## src/hdl/arc_pkg.sv

```systemverilog
package arc_pkg;

    localparam int unsigned ADDR_W = 64;
    localparam int unsigned NUM_CLASSES = 4;
    localparam int unsigned CAT_W = 2;
    localparam int unsigned REGION_W = 3;
    localparam int unsigned TOTAL_W = 6;
    localparam int unsigned ARC_RANGES_PER_CLASS = 8;

    localparam logic [REGION_W-1:0] CLASS_UNKNOWN = 3'd4;

    typedef enum logic [1:0] {
        CMD_CLEAR    = 2'd0,
        CMD_INSERT   = 2'd1,
        CMD_CLASSIFY = 2'd2
    } arc_cmd_t;

    typedef struct packed {
        logic              vld;
        logic [ADDR_W-1:0] range_start;
        logic [ADDR_W-1:0] range_end;
    } arc_entry_t;

    typedef struct packed {
        logic clear;
        logic shift;
    } arc_ctrl_t;

endpackage

```

## src/hdl/arc_cell.sv

```systemverilog
module arc_cell
    import arc_pkg::*;
(
    input  logic              clk,
    input  logic              rst_n,
    input  arc_ctrl_t         ctrl,
    input  arc_entry_t        prev,
    input  logic [ADDR_W-1:0] query,
    output arc_entry_t        entry,
    output logic              hit
);

    logic              vld_reg;
    logic              vld_next;
    logic [ADDR_W-1:0] start_reg;
    logic [ADDR_W-1:0] start_next;
    logic [ADDR_W-1:0] stop_reg;
    logic [ADDR_W-1:0] stop_next;

    always_comb
    begin
        vld_next   = vld_reg;
        start_next = start_reg;
        stop_next  = stop_reg;
        if (ctrl.clear)
        begin
            vld_next = 1'b0;
        end
        else if (ctrl.shift)
        begin
            vld_next   = prev.vld;
            start_next = prev.range_start;
            stop_next  = prev.range_end;
        end
    end

    always_ff @(posedge clk or negedge rst_n)
    begin
        if (!rst_n)
        begin
            vld_reg <= 1'b0;
        end
        else
        begin
            vld_reg <= vld_next;
        end
    end

    always_ff @(posedge clk)
    begin
        start_reg <= start_next;
        stop_reg  <= stop_next;
    end

    assign entry.vld         = vld_reg;
    assign entry.range_start = start_reg;
    assign entry.range_end   = stop_reg;

    assign hit = vld_reg && (query >= start_reg) && (query < stop_reg);

endmodule

```

## src/hdl/arc_chain.sv

```systemverilog
module arc_chain
    import arc_pkg::*;
#(
    parameter int unsigned DEPTH = ARC_RANGES_PER_CLASS
)
(
    input  logic              clk,
    input  logic              rst_n,
    input  arc_ctrl_t         ctrl,
    input  arc_entry_t        new_entry,
    input  logic [ADDR_W-1:0] query,
    output logic              full,
    output logic              hit
);

    arc_entry_t             entries [DEPTH];
    logic       [DEPTH-1:0] hits;

    // new ranges enter at the head and older ones move one cell along
    for (genvar i = 0; i < DEPTH; i++)
    begin : g_cell
        arc_entry_t prev;
        if (i == 0)
        begin : g_head
            assign prev = new_entry;
        end
        else
        begin : g_body
            assign prev = entries[i-1];
        end

        arc_cell u_cell (
            .clk   (clk),
            .rst_n (rst_n),
            .ctrl  (ctrl),
            .prev  (prev),
            .query (query),
            .entry (entries[i]),
            .hit   (hits[i])
        );
    end

    assign full = entries[DEPTH-1].vld;
    assign hit  = |hits;

endmodule

```

## config.mk

```make
export PLATFORM = sky130hd
export DESIGN_NAME = arc_chain
export DESIGN_NICKNAME = d
export VERILOG_FILES = /design/src/hdl/arc_pkg.sv /design/src/hdl/arc_cell.sv /design/src/hdl/arc_chain.sv
export SDC_FILE = /design/constraint.sdc
export NUM_CORES = 2
export LEC_CHECK = 0
export ABC_AREA = 1
export BUFFER_PORTS_ARGS = -buffer_cell sky130_fd_sc_hd__buf_4
export CAP_MARGIN = 20
export CORE_MARGIN = 2
export CORE_UTILIZATION = 51
export CTS_CLUSTER_DIAMETER = 100
export CTS_CLUSTER_SIZE = 24
export DETAILED_ROUTE_END_ITERATION = 6
export HOLD_SLACK_MARGIN = 0.06
export PLACE_DENSITY_LB_ADDON = 0.15
export SETUP_SLACK_MARGIN = 0.1
export SYNTH_ARGS = -nofsm -noshare
export SYNTH_HDL_FRONTEND = slang
export SYNTH_HIERARCHICAL = 1
export SYNTH_SLANG_ARGS = --single-unit
```

## constraint.sdc

```tcl
create_clock -name clk -period 2.1 [get_ports clk]
set_input_delay 0.42 -clock clk [delete_from_list [all_inputs] [get_ports clk]]
set_output_delay 0.42 -clock clk [all_outputs]
set_load 0.1 [all_outputs]
```

== Yosys cells after proc, flatten, opt, wreduce, memory -nomap -nowiden ==
Index checks and enable logic that the tools add are counted.
Word-level totals
  output and inout bits: 2
  register bits after elaboration: 1032
  logic and storage cells: 76
  input port bits: 197
Operators by class
  mux-type cells: 16
  bitwise logic cells: 1
  $lt $le $gt $ge: 16
  reduce and logical (&&, ||, !) cells: 19
Operators with widths (number)
  64-bit >= comparator: 8
  64-bit less-than comparator: 8
  1-bit logical AND: 16
  1-bit two-way mux: 16
  8-bit OR reduction: 1
  2-bit AND reduction: 1
  2-bit nonzero test: 1
  1-bit NOT: 1

== Longest topological paths before layout ==
  depth in word-level cells: 4
  depth in mapped cells: 19
  gate-level depth less buffers: 19

== Cells and area by module ==
The synthesis kept the hierarchy.
Modules (own cells, without submodules)
  arc_cell: area an instance 7211.9 um2, times used 8, cells an instance 663, seq. area each 3868.7 um2
  arc_chain: area an instance 56.3 um2, times used 1, cells an instance 15, seq. area each 0.0 um2

== Worst setup path after synthesis ==
OpenSTA, ideal clock, no wires.
  path type: input -> register
  from: input ctrl[0] (netlist name)
  to: register g_cell[0].u_cell.start_reg[0], enable pin
  arrival: 5830 ps
  stages: 2
  path buffers: 0
  path slack: -4349 ps
  required time: 1481 ps
  setup time: 619 ps
  cell sequence: inv_1 -> nor2_1
On the way
  cells in the longest elaborated chain, start to end: 1
RTL lines
  start: declaration: line arc_chain.sv:9  | input arc_ctrl_t ctrl,
  2-bit AND reduction (no source line)
  end signal: assignment: line arc_cell.sv:51  | start_reg <= start_next;
  end: declaration: line arc_cell.sv:15  | logic [ADDR_W-1:0] start_reg;
Every way passes these cells.
A chain may end at the register's enable or synchronous reset.

== Final worst setup path ==
  from: register g_cell[0].u_cell.stop_reg[47]
  to: output hit
On the way
  cells in the longest elaborated chain, start to end: 3
RTL lines
  start: declaration: line arc_cell.sv:17  | logic [ADDR_W-1:0] stop_reg;
  start signal: assignment: line arc_cell.sv:52  | stop_reg <= stop_next;
  64-bit less-than comparator: line arc_cell.sv:59  | assign hit = vld_reg && (query >= start_reg) && (query < stop_reg);
  1-bit logical AND: line arc_cell.sv:59
  net hits[0]: line arc_chain.sv:17  | logic [DEPTH-1:0] hits;
  8-bit OR reduction: line arc_chain.sv:44  | assign hit = |hits;
  end: declaration: line arc_chain.sv:13  | output logic hit
The timed path passes the listed nets, and every way through them passes these cells.

==> qor.csv <==
metric;value;unit
h-tree-depth;2;
setup_viol;1;
seq_area_frac_synth;53.59;%
fill_cells;8958;
dp_hpwl;109.5;mm
io_pins;199;
cts_tree;yes;
leakage;33.43;nW
outcome;complete, but fails checks;
numCtsBuffers;50;
rows;123;
syn_area_per_cell;10.86;um^2
cp_cell_sequence;inv_2 > ha_4 > nand2_2 > nor2_4 > nand4_1 > nor2_1 > nand2_1 > nand3_2 > nor2_1 > nand2_2 > nor2_1 > inv_1 > nand2_2 > nor2_4 > nand2_4 > buf_12;
dp_cells;7624;
yosys_warnings;6;
grt-ovfl-total;0;
critPathMaxStageDelay;0.54;ns
clock_path_buffers;3;
crit_slowest_cell;edfxtp_1;
grt_pass1_vias;39910;
critPathMaxFanout;2;
root_buffer;clkbuf_16;
r2r-start;g_cell[1].u_cell/stop_reg[57]$_DFFE_PP_;
path_class;reg2out;
final_layout_size_suffix_gt1_share;17.67;%
power.density;597.7;nW/um^2
clk_latency;0.68;ns
clk_pin_slew;0.10;ns
synth_fp_nets;6532;
layout_commonest_cell;inv_1;
end_kind;output port;
firstDrtPassIters;7;
relSlewSlack;56.76;%
die-area;115900;um^2
ys_seq_elements;1032;
fin_crit;3.538;ns
cp.depth;16;
route.vias.total;39750;
max-vdd-ir-drop;0.5463;mV
worst_slack;-1.438;ns
layout_common_cells;inv_1, edfxtp_1, ha_1;
initial_utilization;51.41;%
drt-initial-drc-count;2397;
die_y;340.5;um
max_cap_violations;0;
final-hold-violation-count;0;
detailedPlace.worstSlack;-1.779;ns
port_buffers;198;
path_delay_family;simple AND/OR/NAND/NOR gates;
tightest_slew;0.6418;ns
gp_congestion;0.8589;
grt_max_degree;49;
post_drt_wl_per_cell;17.61;um
worst_setup_path_start_kind;flop;
drv_slew;0;
antenna_found_initial;6;
critical_path.startpoint;g_cell[0].u_cell/stop_reg[47]$_DFFE_PP_;
die_w;340.5;um
cp.required;1.68;ns
total_power;0.04187;W
fmax;282.6;MHz
ant_nets;0;
syn_area;57750;um^2
post-route-util;62.35;%
hold_path_class;in2async;
grt_pass1_wl;214.7;mm
grt_usage;23.98;%
post-route-period-util;168.5;%
viasPerCell;5.074;
drc;4;
final_cells;7834;
r2r_cells;2;
arrival;3.12;ns
rsz0062_at_grt;true;
finalNetCount;7530;
clock_skew;0.01820;ns
syn2layout_area_growth;21.29;%
drt-total-wl;138.0;mm
syn_inst;5319;
violations;design-rule violations, negative setup slack;
synth_cell_types;27;
core;112300;um^2
path_buf_inv;3;
clock_sinks;1032;
[repair_timing]
item                       4_1_cts  5_1_grt
pin swaps                       43       35
setup endpoints to repair        1        1
buffers inserted                 5        7
gates resized for setup        107       54
hold endpoints to repair       137        0
hold buffers                   130        0
[logic make-up (layout without fill, tap and decap cells)]
group / count (synthesis) / in the layout / synth area share, %
adders and majority gates: 1016 / 1016 / 22.01
and+or+nand+nor: 1335 / 1335 / 9.804
other: 0 / 1 / 0
DFF: 1032 / 1032 / 53.59
AOI/OAI and AO/OA: 704 / 704 / 6.534
buffers and inverters: 1232 / 2246 / 8.059
[metrics by stage]
stage | TNS, ns | hold WS, ns | cell area [um^2]
2_1_floorplan | -660.98 | 0.1244 | 57910
3_3_place_gp | -1.772 | 0.2602 | 66580
3_5_place_dp | -1.779 | 0.2577 | 66580
4_1_cts | -1.436 | 0.07406 | 69740
5_1_grt | -1.528 | 0.1100 | 70050
6_report | -1.438 | 0.1088 | 70050
[metal layers]
layer  wire (um)  part of all wire (%)  up-vias  track usage (%)
met3        6040                   4.4      180            2.267
met4        3883                   2.8        8            6.892
met2       65970                    48      705            40.96
met1       62040                    45    18910            32.65
met5          53                 0.038        -                0
li1            -                     -    19950                -
[synth_stat cells]
library cell  instances  area (um^2)
a211oi_1             16        120.1
a21o_1               24        180.2
a21oi_1             472         2362
a31oi_1               8        50.05
buf_4                 8        60.06
dfrtp_1               8        200.2
edfxtp_1           1024        30750
ha_1               1016        12710
inv_1              1184         4444
inv_2                40        150.1
nand2_1             813         3052
nand2_2               8        50.05
nand3_1              56        280.3
nand3_2               8        80.08
nand4_1              80        500.5
nand4_2               8        100.1
nor2_1              298         1119
nor2_2                8        50.05
nor3_1               24        120.1
nor3_2                8        80.08
nor3_4                8        130.1
nor4_1                8        50.05
o211ai_1             24        180.2
o21a_1               32        240.2
o21ai_0              64        320.3
o21ai_1              64        320.3
or2_0                 8        50.05
[path summary, 6_finish.rpt]
kind,to,slack [ns]
setup reg to reg,g_cell[2].u_cell/stop_reg[57]$_DFFE_PP_,1.17
max in group asynchronous,g_cell[1].u_cell/vld_reg$_DFFE_PN0P_,1.85
hold / removal,g_cell[7].u_cell/vld_reg$_DFFE_PN0P_,0.11
hold reg to reg,g_cell[2].u_cell/stop_reg[52]$_DFFE_PP_,0.44
setup / recovery,hit,-1.44
min in group clk,g_cell[7].u_cell/vld_reg$_DFFE_PN0P_,0.18
[worst register-to-register path: cells and delay by family, from the launching register on]
| kind | cells | cell delay, ns |
|---|---|---|
| buffers and inverters | 2 | 0.28 |
| DFF | 1 | 0.43 |
[power breakdown]
part	leakage, nW	switching (W)	total [W]	internal (W)
clock	0.706	0.00650	0.0113	0.00482
combinational	23.0	0.00380	0.00666	0.00286
sequential	9.72	0.000398	0.0239	0.0235
[area by class of cell]
| type | instances | area, um^2 | share of cell area [%] |
|---|---|---|---|
| clock buffer | 58 | 1303 | 1.859 |
| tap | 1500 | 1877 | 2.679 |
| timing repair buffer | 954 | 8250 | 11.78 |
| clock inverter | 10 | 145.1 | 0.2072 |
| antenna | 1 | 2.502 | 0.003573 |
| sequential | 1032 | 30950 | 44.18 |
| multi-input combinational | 3055 | 22820 | 32.58 |
| inverter | 1224 | 4695 | 6.702 |
No activity file was read; power rests on OpenSTA's default activity.
